File: src/hdl/base64_strict_decoder_defines.svh
// ----------------------------------------------------------------------------
// Assertion macros for the strict base64 decoder
// Shared concurrent-check forms, clocked on the rising edge, off in reset.
// ----------------------------------------------------------------------------
`ifndef BASE64_STRICT_DECODER_DEFINES_SVH
`define BASE64_STRICT_DECODER_DEFINES_SVH

// Same-cycle implication check.
`define B64SD_ASSERT_IMP(lbl, clk, rst, ante, cons) \
   lbl: assert property (@(posedge clk) disable iff (rst) (ante) |-> (cons)) \
      else $error("b64sd same-cycle check failed");

// Next-cycle implication check.
`define B64SD_ASSERT_NXT(lbl, clk, rst, ante, cons) \
   lbl: assert property (@(posedge clk) disable iff (rst) (ante) |=> (cons)) \
      else $error("b64sd next-cycle check failed");

`endif

File: src/hdl/b64sd_pkg.sv
// ----------------------------------------------------------------------------
// b64sd_pkg
// Types, codes and the symbol decode function of the strict base64 decoder.
// ----------------------------------------------------------------------------
`default_nettype none

package b64sd_pkg;

   localparam logic [7:0] PAD_CHAR = 8'h3D;

   localparam int RSP_DEPTH = 4;
   localparam int RSP_PTR_W = $clog2(RSP_DEPTH);
   localparam int RSP_CNT_W = $clog2(RSP_DEPTH + 1);

   typedef enum logic [2:0] {
      ST_OK       = 3'd0,
      ST_BAD_LEN  = 3'd1,
      ST_BAD_CHAR = 3'd2,
      ST_BAD_PAD  = 3'd3,
      ST_OVERFLOW = 3'd4,
      ST_LEFTOVER = 3'd5
   } status_type;

   typedef enum logic {
      KIND_DATA   = 1'b0,
      KIND_STATUS = 1'b1
   } kind_type;

   typedef struct packed {
      kind_type    kind;
      logic [7:0]  data_byte;
      status_type  status;
      logic [15:0] byte_total;
      logic        end_of_run;
   } beat_type;

   // Which of the two result slots the core pushes this cycle.
   typedef struct packed {
      logic first;
      logic second;
   } push_type;

   typedef struct packed {
      logic       ok;
      logic [5:0] value;
   } sym_type;

   function automatic sym_type symbol_decode(input logic [7:0] c);
      sym_type s;
      s.ok    = 1'b1;
      s.value = 6'd0;
      if (c >= 8'h41 && c <= 8'h5A) begin
         s.value = 6'(c - 8'h41);
      end else if (c >= 8'h61 && c <= 8'h7A) begin
         s.value = 6'(c - 8'h61 + 8'd26);
      end else if (c >= 8'h30 && c <= 8'h39) begin
         s.value = 6'(c - 8'h30 + 8'd52);
      end else if (c == 8'h2B) begin
         s.value = 6'd62;
      end else if (c == 8'h2F) begin
         s.value = 6'd63;
      end else begin
         s.ok = 1'b0;
      end
      return s;
   endfunction

endpackage

`default_nettype wire

File: src/hdl/b64sd_ifs.sv
// ----------------------------------------------------------------------------
// b64sd channel interfaces
// Valid/ready channels for characters, results and the capacity register.
// ----------------------------------------------------------------------------
`default_nettype none

interface b64sd_req_if;
   logic       valid;
   logic       ready;
   logic [7:0] char_code;
   logic       last_char;
   modport source (output valid, output char_code, output last_char, input ready);
   modport sink   (input valid, input char_code, input last_char, output ready);
endinterface

interface b64sd_rsp_if;
   logic        valid;
   logic        ready;
   logic        kind;
   logic [7:0]  data_byte;
   logic [2:0]  status;
   logic [15:0] byte_total;
   logic        end_of_run;
   modport source (output valid, output kind, output data_byte, output status,
                   output byte_total, output end_of_run, input ready);
   modport sink   (input valid, input kind, input data_byte, input status,
                   input byte_total, input end_of_run, output ready);
endinterface

interface b64sd_csr_if;
   logic        valid;
   logic        ready;
   logic [15:0] data;
   modport source (output valid, output data, input ready);
   modport sink   (input valid, input data, output ready);
endinterface

`default_nettype wire

File: src/hdl/b64sd_core.sv
// ----------------------------------------------------------------------------
// b64sd_core
// Run state and per-character decode; forms up to two result beats per step.
// ----------------------------------------------------------------------------
`default_nettype none

module b64sd_core (
   input  wire logic            clock,
   input  wire logic            reset,
   input  wire logic            step,
   input  wire logic [7:0]      char_code,
   input  wire logic            last_char,
   input  wire logic [15:0]     capacity,
   output b64sd_pkg::beat_type  beat_a,
   output b64sd_pkg::beat_type  beat_b,
   output b64sd_pkg::push_type  push
);
   import b64sd_pkg::*;

   logic [11:0] window_ff, window_in;
   logic [2:0]  held_ff, held_in;
   logic [1:0]  count_ff, count_in;
   logic        pad_ff, pad_in;
   status_type  err_ff, err_in;
   logic [15:0] bytes_ff, bytes_in;

   sym_type     sym;
   logic [3:0]  held_sum;
   logic        emit;
   logic [7:0]  byte_val;
   status_type  final_st;
   beat_type    data_beat;
   beat_type    stat_beat;

   always_comb begin
      window_in = window_ff;
      held_in   = held_ff;
      pad_in    = pad_ff;
      err_in    = err_ff;
      bytes_in  = bytes_ff;
      count_in  = count_ff + 2'd1;
      emit      = 1'b0;
      sym       = symbol_decode(char_code);
      held_sum  = {1'b0, held_ff} + 4'd6;
      if (err_ff == ST_OK) begin
         if (char_code == PAD_CHAR) begin
            pad_in = 1'b1;
         end else if (pad_ff) begin
            err_in = ST_BAD_PAD;
         end else if (!sym.ok) begin
            err_in = ST_BAD_CHAR;
         end else begin
            window_in = {window_ff[5:0], sym.value};
            if (held_sum >= 4'd8) begin
               held_in = 3'(held_sum - 4'd8);
               if (bytes_ff >= capacity) begin
                  err_in = ST_OVERFLOW;
               end else begin
                  bytes_in = bytes_ff + 16'd1;
                  emit     = 1'b1;
               end
            end else begin
               held_in = held_sum[2:0];
            end
         end
      end

      // A byte always ends on a held count of zero, two or four.
      case (held_in)
         3'd2:    byte_val = window_in[9:2];
         3'd4:    byte_val = window_in[11:4];
         default: byte_val = window_in[7:0];
      endcase

      if (count_in != 2'd0) begin
         final_st = ST_BAD_LEN;
      end else if (err_in == ST_OK && held_in >= 3'd6) begin
         final_st = ST_LEFTOVER;
      end else begin
         final_st = err_in;
      end

      data_beat.kind       = KIND_DATA;
      data_beat.data_byte  = byte_val;
      data_beat.status     = ST_OK;
      data_beat.byte_total = bytes_in;
      data_beat.end_of_run = !last_char;

      stat_beat.kind       = KIND_STATUS;
      stat_beat.data_byte  = 8'd0;
      stat_beat.status     = final_st;
      stat_beat.byte_total = bytes_in;
      stat_beat.end_of_run = 1'b1;

      if (emit) begin
         beat_a      = data_beat;
         beat_b      = stat_beat;
         push.first  = step;
         push.second = step && last_char;
      end else begin
         beat_a      = stat_beat;
         beat_b      = stat_beat;
         push.first  = step && last_char;
         push.second = 1'b0;
      end
   end

   always_ff @(posedge clock) begin
      if (reset || (step && last_char)) begin
         window_ff <= '0;
         held_ff   <= '0;
         count_ff  <= '0;
         pad_ff    <= 1'b0;
         err_ff    <= ST_OK;
         bytes_ff  <= '0;
      end else if (step) begin
         window_ff <= window_in;
         held_ff   <= held_in;
         count_ff  <= count_in;
         pad_ff    <= pad_in;
         err_ff    <= err_in;
         bytes_ff  <= bytes_in;
      end
   end

endmodule

`default_nettype wire

File: src/hdl/b64sd_rsp_fifo.sv
// ----------------------------------------------------------------------------
// b64sd_rsp_fifo
// Small result queue: takes up to two beats a cycle, hands out one while rsp is ready.
// ----------------------------------------------------------------------------
`default_nettype none

module b64sd_rsp_fifo (
   input  wire logic                        clock,
   input  wire logic                        reset,
   input  wire b64sd_pkg::beat_type         beat_a,
   input  wire b64sd_pkg::beat_type         beat_b,
   input  wire b64sd_pkg::push_type         push,
   output logic [b64sd_pkg::RSP_CNT_W-1:0]  fill,
   b64sd_rsp_if.source                      rsp
);
   import b64sd_pkg::*;

   beat_type               mem [RSP_DEPTH];
   logic [RSP_PTR_W-1:0]   wr_ff, wr_in;
   logic [RSP_PTR_W-1:0]   rd_ff, rd_in;
   logic [RSP_CNT_W-1:0]   count_ff, count_in;
   logic                   pop;
   beat_type               head;

   assign pop  = rsp.valid && rsp.ready;
   assign head = mem[rd_ff];
   assign fill = count_ff;

   assign rsp.valid      = (count_ff != '0);
   assign rsp.kind       = head.kind;
   assign rsp.data_byte  = head.data_byte;
   assign rsp.status     = head.status;
   assign rsp.byte_total = head.byte_total;
   assign rsp.end_of_run = head.end_of_run;

   always_comb begin
      wr_in    = wr_ff + RSP_PTR_W'(push.first) + RSP_PTR_W'(push.second);
      rd_in    = rd_ff + RSP_PTR_W'(pop);
      count_in = count_ff + RSP_CNT_W'(push.first) + RSP_CNT_W'(push.second)
                 - RSP_CNT_W'(pop);
   end

   always_ff @(posedge clock) begin
      if (push.first) begin
         mem[wr_ff] <= beat_a;
      end
      if (push.second) begin
         mem[RSP_PTR_W'(wr_ff + RSP_PTR_W'(1))] <= beat_b;
      end
   end

   always_ff @(posedge clock) begin
      if (reset) begin
         wr_ff    <= '0;
         rd_ff    <= '0;
         count_ff <= '0;
      end else begin
         wr_ff    <= wr_in;
         rd_ff    <= rd_in;
         count_ff <= count_in;
      end
   end

endmodule

`default_nettype wire

File: src/hdl/base64_strict_decoder.sv
// ----------------------------------------------------------------------------
// base64_strict_decoder: base64 characters in, data and status beats out
// Path: input register, core, result queue; last char yields up to two beats.
// Throughput: one character per cycle while the queue has room for two beats.
// Reset: synchronous, clears run state, queue and capacity (to 65535).
// ----------------------------------------------------------------------------
`default_nettype none
`include "base64_strict_decoder_defines.svh"

module base64_strict_decoder (
   input  wire logic     clock,
   input  wire logic     reset,
   b64sd_req_if.sink     req_ch,
   b64sd_rsp_if.source   rsp_ch,
   b64sd_csr_if.sink     csr_ch
);
   import b64sd_pkg::*;

   // Input register: one character beat waiting for the core.
   logic                   in_valid_ff, in_valid_in;
   logic [7:0]             in_char_ff;
   logic                   in_last_ff;

   // Output capacity: user must write it only between strings; not enforced.
   logic [15:0]            capacity_ff;

   logic                   process;
   logic                   req_take;
   logic [RSP_CNT_W-1:0]   rsp_fill;
   beat_type               beat_a;
   beat_type               beat_b;
   push_type               push;

   // Process the held character only when the queue has room for two beats,
   // the worst case of a data byte followed by the status beat.
   assign process = in_valid_ff && (rsp_fill <= RSP_CNT_W'(RSP_DEPTH - 2));

   // Take a new character whenever the input register is empty or drains now.
   assign req_ch.ready = !in_valid_ff || process;
   assign req_take     = req_ch.valid && req_ch.ready;

   // The capacity register is always writable.
   assign csr_ch.ready = 1'b1;

   always_comb begin
      in_valid_in = in_valid_ff;
      if (process) begin
         in_valid_in = 1'b0;
      end
      if (req_take) begin
         in_valid_in = 1'b1;
      end
   end

   always_ff @(posedge clock) begin
      if (reset) begin
         in_valid_ff <= 1'b0;
         capacity_ff <= 16'hFFFF;
      end else begin
         in_valid_ff <= in_valid_in;
         if (csr_ch.valid && csr_ch.ready) begin
            capacity_ff <= csr_ch.data;
         end
      end
   end

   // Payload of the input register: load on accept, hold otherwise.
   always_ff @(posedge clock) begin
      if (req_take) begin
         in_char_ff <= req_ch.char_code;
         in_last_ff <= req_ch.last_char;
      end
   end

   // Decode the character, advance the run state, form the result beats.
   b64sd_core u_core (
      .clock     (clock),
      .reset     (reset),
      .step      (process),
      .char_code (in_char_ff),
      .last_char (in_last_ff),
      .capacity  (capacity_ff),
      .beat_a    (beat_a),
      .beat_b    (beat_b),
      .push      (push)
   );

   // Queue the beats and drive them out one per cycle while rsp_ch is ready.
   b64sd_rsp_fifo u_rsp_fifo (
      .clock  (clock),
      .reset  (reset),
      .beat_a (beat_a),
      .beat_b (beat_b),
      .push   (push),
      .fill   (rsp_fill),
      .rsp    (rsp_ch)
   );

   // A status beat always closes its character's results.
   `B64SD_ASSERT_IMP(a_status_ends_run, clock, reset,
      rsp_ch.valid && rsp_ch.kind == KIND_STATUS, rsp_ch.end_of_run)

   // The queue never overfills.
   `B64SD_ASSERT_IMP(a_fill_bound, clock, reset,
      1'b1, rsp_fill <= RSP_CNT_W'(RSP_DEPTH))

   // A held character that is not processed keeps its value.
   `B64SD_ASSERT_NXT(a_hold_input, clock, reset,
      in_valid_ff && !process, in_valid_ff && $stable(in_char_ff))

endmodule

`default_nettype wire

File: src/flat_wrapper.sv
// flat-port wrapper written by rule: the top's interface ports become plain ports
module base64_strict_decoder_flat import b64sd_pkg::*;
  (clock, reset, req_ch_valid, req_ch_char_code, req_ch_last_char, req_ch_ready, rsp_ch_valid, rsp_ch_kind, rsp_ch_data_byte, rsp_ch_status, rsp_ch_byte_total, rsp_ch_end_of_run, rsp_ch_ready, csr_ch_valid, csr_ch_data, csr_ch_ready);
  b64sd_req_if req_ch_i ();
  b64sd_rsp_if rsp_ch_i ();
  b64sd_csr_if csr_ch_i ();
  input  wire logic clock;
  input  wire logic reset;
  input wire logic [$bits(req_ch_i.valid)-1:0] req_ch_valid;
  input wire logic [$bits(req_ch_i.char_code)-1:0] req_ch_char_code;
  input wire logic [$bits(req_ch_i.last_char)-1:0] req_ch_last_char;
  output wire logic [$bits(req_ch_i.ready)-1:0] req_ch_ready;
  output wire logic [$bits(rsp_ch_i.valid)-1:0] rsp_ch_valid;
  output wire logic [$bits(rsp_ch_i.kind)-1:0] rsp_ch_kind;
  output wire logic [$bits(rsp_ch_i.data_byte)-1:0] rsp_ch_data_byte;
  output wire logic [$bits(rsp_ch_i.status)-1:0] rsp_ch_status;
  output wire logic [$bits(rsp_ch_i.byte_total)-1:0] rsp_ch_byte_total;
  output wire logic [$bits(rsp_ch_i.end_of_run)-1:0] rsp_ch_end_of_run;
  input wire logic [$bits(rsp_ch_i.ready)-1:0] rsp_ch_ready;
  input wire logic [$bits(csr_ch_i.valid)-1:0] csr_ch_valid;
  input wire logic [$bits(csr_ch_i.data)-1:0] csr_ch_data;
  output wire logic [$bits(csr_ch_i.ready)-1:0] csr_ch_ready;
  assign req_ch_i.valid = req_ch_valid;
  assign req_ch_i.char_code = req_ch_char_code;
  assign req_ch_i.last_char = req_ch_last_char;
  assign req_ch_ready = req_ch_i.ready;
  assign rsp_ch_valid = rsp_ch_i.valid;
  assign rsp_ch_kind = rsp_ch_i.kind;
  assign rsp_ch_data_byte = rsp_ch_i.data_byte;
  assign rsp_ch_status = rsp_ch_i.status;
  assign rsp_ch_byte_total = rsp_ch_i.byte_total;
  assign rsp_ch_end_of_run = rsp_ch_i.end_of_run;
  assign rsp_ch_i.ready = rsp_ch_ready;
  assign csr_ch_i.valid = csr_ch_valid;
  assign csr_ch_i.data = csr_ch_data;
  assign csr_ch_ready = csr_ch_i.ready;
  base64_strict_decoder u_core (.clock(clock), .reset(reset), .req_ch(req_ch_i), .rsp_ch(rsp_ch_i), .csr_ch(csr_ch_i));
endmodule
File: config.mk
export PLATFORM = sky130hd
export DESIGN_NAME = base64_strict_decoder_flat
export DESIGN_NICKNAME = d
export VERILOG_FILES = /design/src/hdl/b64sd_pkg.sv /design/src/hdl/b64sd_ifs.sv /design/src/hdl/b64sd_core.sv /design/src/hdl/b64sd_rsp_fifo.sv /design/src/hdl/base64_strict_decoder.sv /design/src/flat_wrapper.sv
export VERILOG_INCLUDE_DIRS = /design/src /design/src/hdl
export SDC_FILE = /design/constraint.sdc
export NUM_CORES = 1
export LEC_CHECK = 0
export BUFFER_PORTS_ARGS = -buffer_cell sky130_fd_sc_hd__buf_2
export CAP_MARGIN = 20
export CORE_MARGIN = 1.5
export CORE_UTILIZATION = 65
export DETAILED_ROUTE_END_ITERATION = 16
export GPL_TIMING_DRIVEN = 0
export PLACE_DENSITY = 0.85
export SYNTH_ARGS = -nofsm -noshare
export SYNTH_HDL_FRONTEND = slang
export SYNTH_SLANG_ARGS = --single-unit
File: constraint.sdc
create_clock -name clock -period 9.5 [get_ports clock]
set_clock_uncertainty 0.15 [all_clocks]
set_input_delay 1.9 -clock clock [delete_from_list [all_inputs] [get_ports clock]]
set_output_delay 1.9 -clock clock [all_outputs]
set_load 0.02 [all_outputs]
---- After elaboration in Yosys (flattened, before gate mapping) ----
Memory sizes are Yosys's and may differ from the RTL's. A register that Yosys moved wholly into a read port is not among the register bits.
Cells that the tools add are included.
storage, ports and cells
  register bits ........................... 70
  bits in latches ......................... 0
  memory bits (writable) .................. 116
  memory bits (read-only) ................. 0
  bits of input ports ..................... 30
  output and inout port bits .............. 32
  logic and storage cells ................. 112
  memories ................................ 1
memories
  memory                 depth  width  rd ports  clocked after Yosys merged registers in  write ports  line                  source
  u_core.u_rsp_fifo.mem  4      29     1         1                                        2            b64sd_rsp_fifo.sv:18  beat_type mem [RSP_DEPTH];
operators by class
  $add $sub $neg .......................... 16
  multipliers ............................. 0
  div/mod/pow operators ................... 0
  magnitude comparators ................... 10
  equal/unequal tests ..................... 5
  shifts and indexed selects .............. 0
  muxes and demuxes ....................... 49
  bitwise gates (word level) .............. 0
  reduce and logical (&&, ||, !) cells .... 18
operators with widths
  cell                   count
  $mux 16                6
  $mux 12                4
  $mux 3                 13
  $mux 6                 5
  $mux 29                1
  $eq 8x6->1 const B     3
  $mux 1                 17
  $add 16x1->16 const B  1
  $ge 16x16->1           1
  $ge 8x7->1 const B     2
  $le 8x7->1 const B     2
  $pmux 8 s2             1
  $sub 6x6->6 const B    2
  $ge 8x6->1 const B     1
  $le 8x6->1 const B     1
  $logic_and 1x1->1      8
  $add 2x1->2            3
  $add 3x1->3            2
  $add 6x5->6 const B    1
  $add 6x6->6 const B    1
  $logic_not 3->1        2
  $sub 6x1->6 const B    1
  $add 2x1->2 const B    2
  $add 3x3->4 const B    1
  13 further kinds       17

---- Longest topological paths before layout ----
  depth in word-level cells ............... 15
  gate-level depth with buffers ........... 18
  depth with buffers taken out ............ 15

---- Modules after synthesis ----
A second synthesis with hierarchy kept.
unflattened totals
  cell total of the unflattened synthesis .. 831
  area total of the unflattened synthesis .. 10307.4 µm²
by module, submodules not included
  module                 times used  cells each  area each (µm²)
  b64sd_rsp_fifo         1           318         5957.0
  b64sd_core             1           440         3405.8
  base64_strict_decoder  1           73          944.7

---- Worst setup path before layout ----
Ideal clock, no wire load.
  kind .................................... flip-flop to output port
  start ................................... register u_core.u_rsp_fifo.rd_ff[0] (netlist name)
  end ..................................... output port rsp_ch_data_byte[0]
  data arrival time ....................... 2.034 ns
  slack ................................... 5.416 ns
  cell stages (with the launch flop) ...... 4
  buffers on the path ..................... 2
  path through ............................ dfxtp_1 clkbuf_1 buf_1 mux4_2
RTL lines
  item           line                source
  end, declared  flat_wrapper.sv:15  output wire logic [$bits(rsp_ch_i.data_byte)-1:0] rsp_ch_data_byte;

==> impl_metrics.toml <==
[status]
status = "finished, final reports clean"

[die]
die-area_sq_um = 15100
dieWidth_um = 123
fp.dieH_um = 123
io_pins = 62
initial_core_util = 0.668
placementRows = 43
core_area_sq_um = 13900

[global_route]
antenna_found_initial = 0
grt_pass1_vias = 6896
grt-ovfl-total = 0
track_usage = 0.298
grt_max_degree = 21
grt_pass1_wl_um = 34300

[worst_setup_path]
cp_num_buf_inv = 3
reg2reg_to = "u_core.u_rsp_fifo.mem[2][21]"
cp.required_ps = 7450
cp_max_fo = 10
cp-start-kind = "flip-flop"
critPathTopFamily = "buffers and inverters"
slowest_stage = "clkbuf_1"
crit_chain = "clkbuf_1 > buf_1 > mux4_2 > buf_2"
ff2ff_path_depth = 16
max_stage_delay_ps = 690
path_class = "flip-flop to output port"
cp.arrival_ps = 3010
cp-end-kind = "output port"
r2r-start = "u_core.in_char_ff[2]"
rrSetupSlack_ps = 4960

[finish]
drive_gt1_frac = 0.159
syn2layout_area_growth_pct = 11.7
seq_area_sq_um = 4550
postLayoutCellArea_sq_um = 10400
final_cell_mix = "nor2_1 (120), dfxtp_1 (100), edfxtp_1 (85)"
fillerInstances = 950
multi_input_area_sq_um = 4370
final_util = 0.747
final_nets = 1028
layout_commonest_cell = "nor2_1"
antennaDiodeCount = 0

[detailed_routing]
vias = 7308
viasPerCell = 6.33
first_pass_iters = 5
ant_nets = 0
drc_errors = 0
wire_per_inst_um = 18.5
drtIter0Drc = 812
wl_um = 21300

[synthesis]
ys_seq_area_frac = 0.489
async_reset_ff_frac = 0
yosys_warnings = 0
synth.distinct_cells = 70
synthTopCellsByArea = "edfxtp_1 (27%), dfxtp_1 (21%), mux4_2 (7.0%)"
synth_top_cell_area_share = 0.274
syn_area_sq_um = 9310
syn_inst = 883
synthFlopType = "dfxtp_1"
synth_edf_count = 85
synth_top_area_cell = "edfxtp_1"
syn_avg_cell_area_sq_um = 10.5
synth-seq-cells = 185
syn_nets = 950

[clock_network]
cts_root_buf = "clkbuf_16"
cts_tree = "built"
clkTransAtPathRegs_ps = 70
h-tree-depth = 4
clk-insertion-delay-late_ps = 430
cts_buffer_depth = 2
cts_sinks = 185
cts.repair.resized = 0
post_cts_buffers = 0
cts_hold_buf = 0
numCtsBuffers = 17

[place]
placed_cell_area_sq_um = 9830
dp_hpwl_um = 15000
gp_congestion = 0.924
portBuffers = 59

[power]
p_leak_nw = 3.78
power_density_nw_per_um2 = 208
ir_worst_vdd_uv = 159

[timing]
setup_viol = 0
rsz0062_at_grt = "false"
whs_ps = 314
clock.fmax_mhz = 198
finalSetupTns_ps = 0
final-hold-violation-count = 0
worst_slew_pin_slew_ps = 891
period_share = 0.532
min_period_ps = 5060
slew_headroom = 0.406
final_max_slew_viol_count = 0

[worst_hold_path]
hold_path_depth = 1
worstHoldPathType = "flip-flop to flip-flop"
min_from = "u_core.u_rsp_fifo.mem[0][22]"
hold_end = "u_core.u_rsp_fifo.mem[0][22]"

[flow_run]
drv.max_cap_violation_count = 0
==> power by group <==
part | internal, mW | switching (mW) | total [mW]
Clock | 0.389 | 0.309 | 0.698
Combinational | 0.213 | 0.346 | 0.559
Sequential | 0.877 | 0.0317 | 0.909
==> sequential cells by signal, summed over array words and instances (netlist names), 3 cells and up <==
name	flops
u_core.u_rsp_fifo.mem	116
u_core.capacity_ff	16
u_core.u_core.err_ff	3
u_core.u_core.window_ff	12
u_core.u_core.bytes_ff	16
u_core.u_rsp_fifo.fill	3
u_core.in_char_ff	8
==> area by class of cell <==
cell class / count / area share
repair buffers: 59 / 0.0284
multi-input cells: 601 / 0.420
inverters: 46 / 0.0166
plain buffers: 51 / 0.0209
clock inverters: 14 / 0.0138
clock buffers: 18 / 0.0412
flip-flops and latches: 185 / 0.438
well taps: 180 / 0.0216
==> through the flow <==
step                      std cells  worst slack (ps)  power, mW
after floorplan                 883              5420       1.33
after CTS                      1154              4380       2.17
after detailed placement       1122              4860       1.48
after global placement         1122              4900       1.46
after global routing           1154              4240       2.25
final                          1154              4440       2.17
==> cells in the mapped netlist, drive strengths merged, types with 26 or more instances <==
cell type	instances
a21oi	42
clkbuf	31
dfxtp	100
inv	43
o21ai	26
ha	34
edfxtp	85
nor2	120
o2bb2ai	27
mux4	29
nand2	66
==> cells by family after synthesis <==
kind of cell,count (synthesis),synth area share
xor+xnor,33,0.0310
simple gates,303,0.156
flops,185,0.489
fa+ha+maj,37,0.0521
mux,40,0.0826
compound gates,187,0.147
buf+inv,97,0.0419
other cells,1,0.000403
==> worst max path at each step <==
stage,start,endpoint,slack (ps),depth (start not counted)
floorplan,u_core.u_rsp_fifo.rd_ff[0],rsp_ch_data_byte[0],5420,3
global placement,u_core.u_rsp_fifo.rd_ff[0],rsp_ch_data_byte[4],4900,4
detailed placement,u_core.u_rsp_fifo.rd_ff[0],rsp_ch_data_byte[4],4860,4
CTS,u_core.u_rsp_fifo.rd_ff[0],rsp_ch_data_byte[4],4380,4
global route,u_core.u_rsp_fifo.rd_ff[0],rsp_ch_data_byte[4],4240,4
finish,u_core.u_rsp_fifo.rd_ff[0],rsp_ch_data_byte[4],4440,4
==> per-layer routing <==
layer  part of all wire  GRT usage  vias to the layer above
met1               0.41      0.397                     3475
met4              0.022      0.134                        0
met3              0.079     0.0562                       52
met2               0.49      0.476                      352
met5                  0          0                        -
li1                   -          -                     3429
Note: power is estimated with default switching activity, not from simulation.
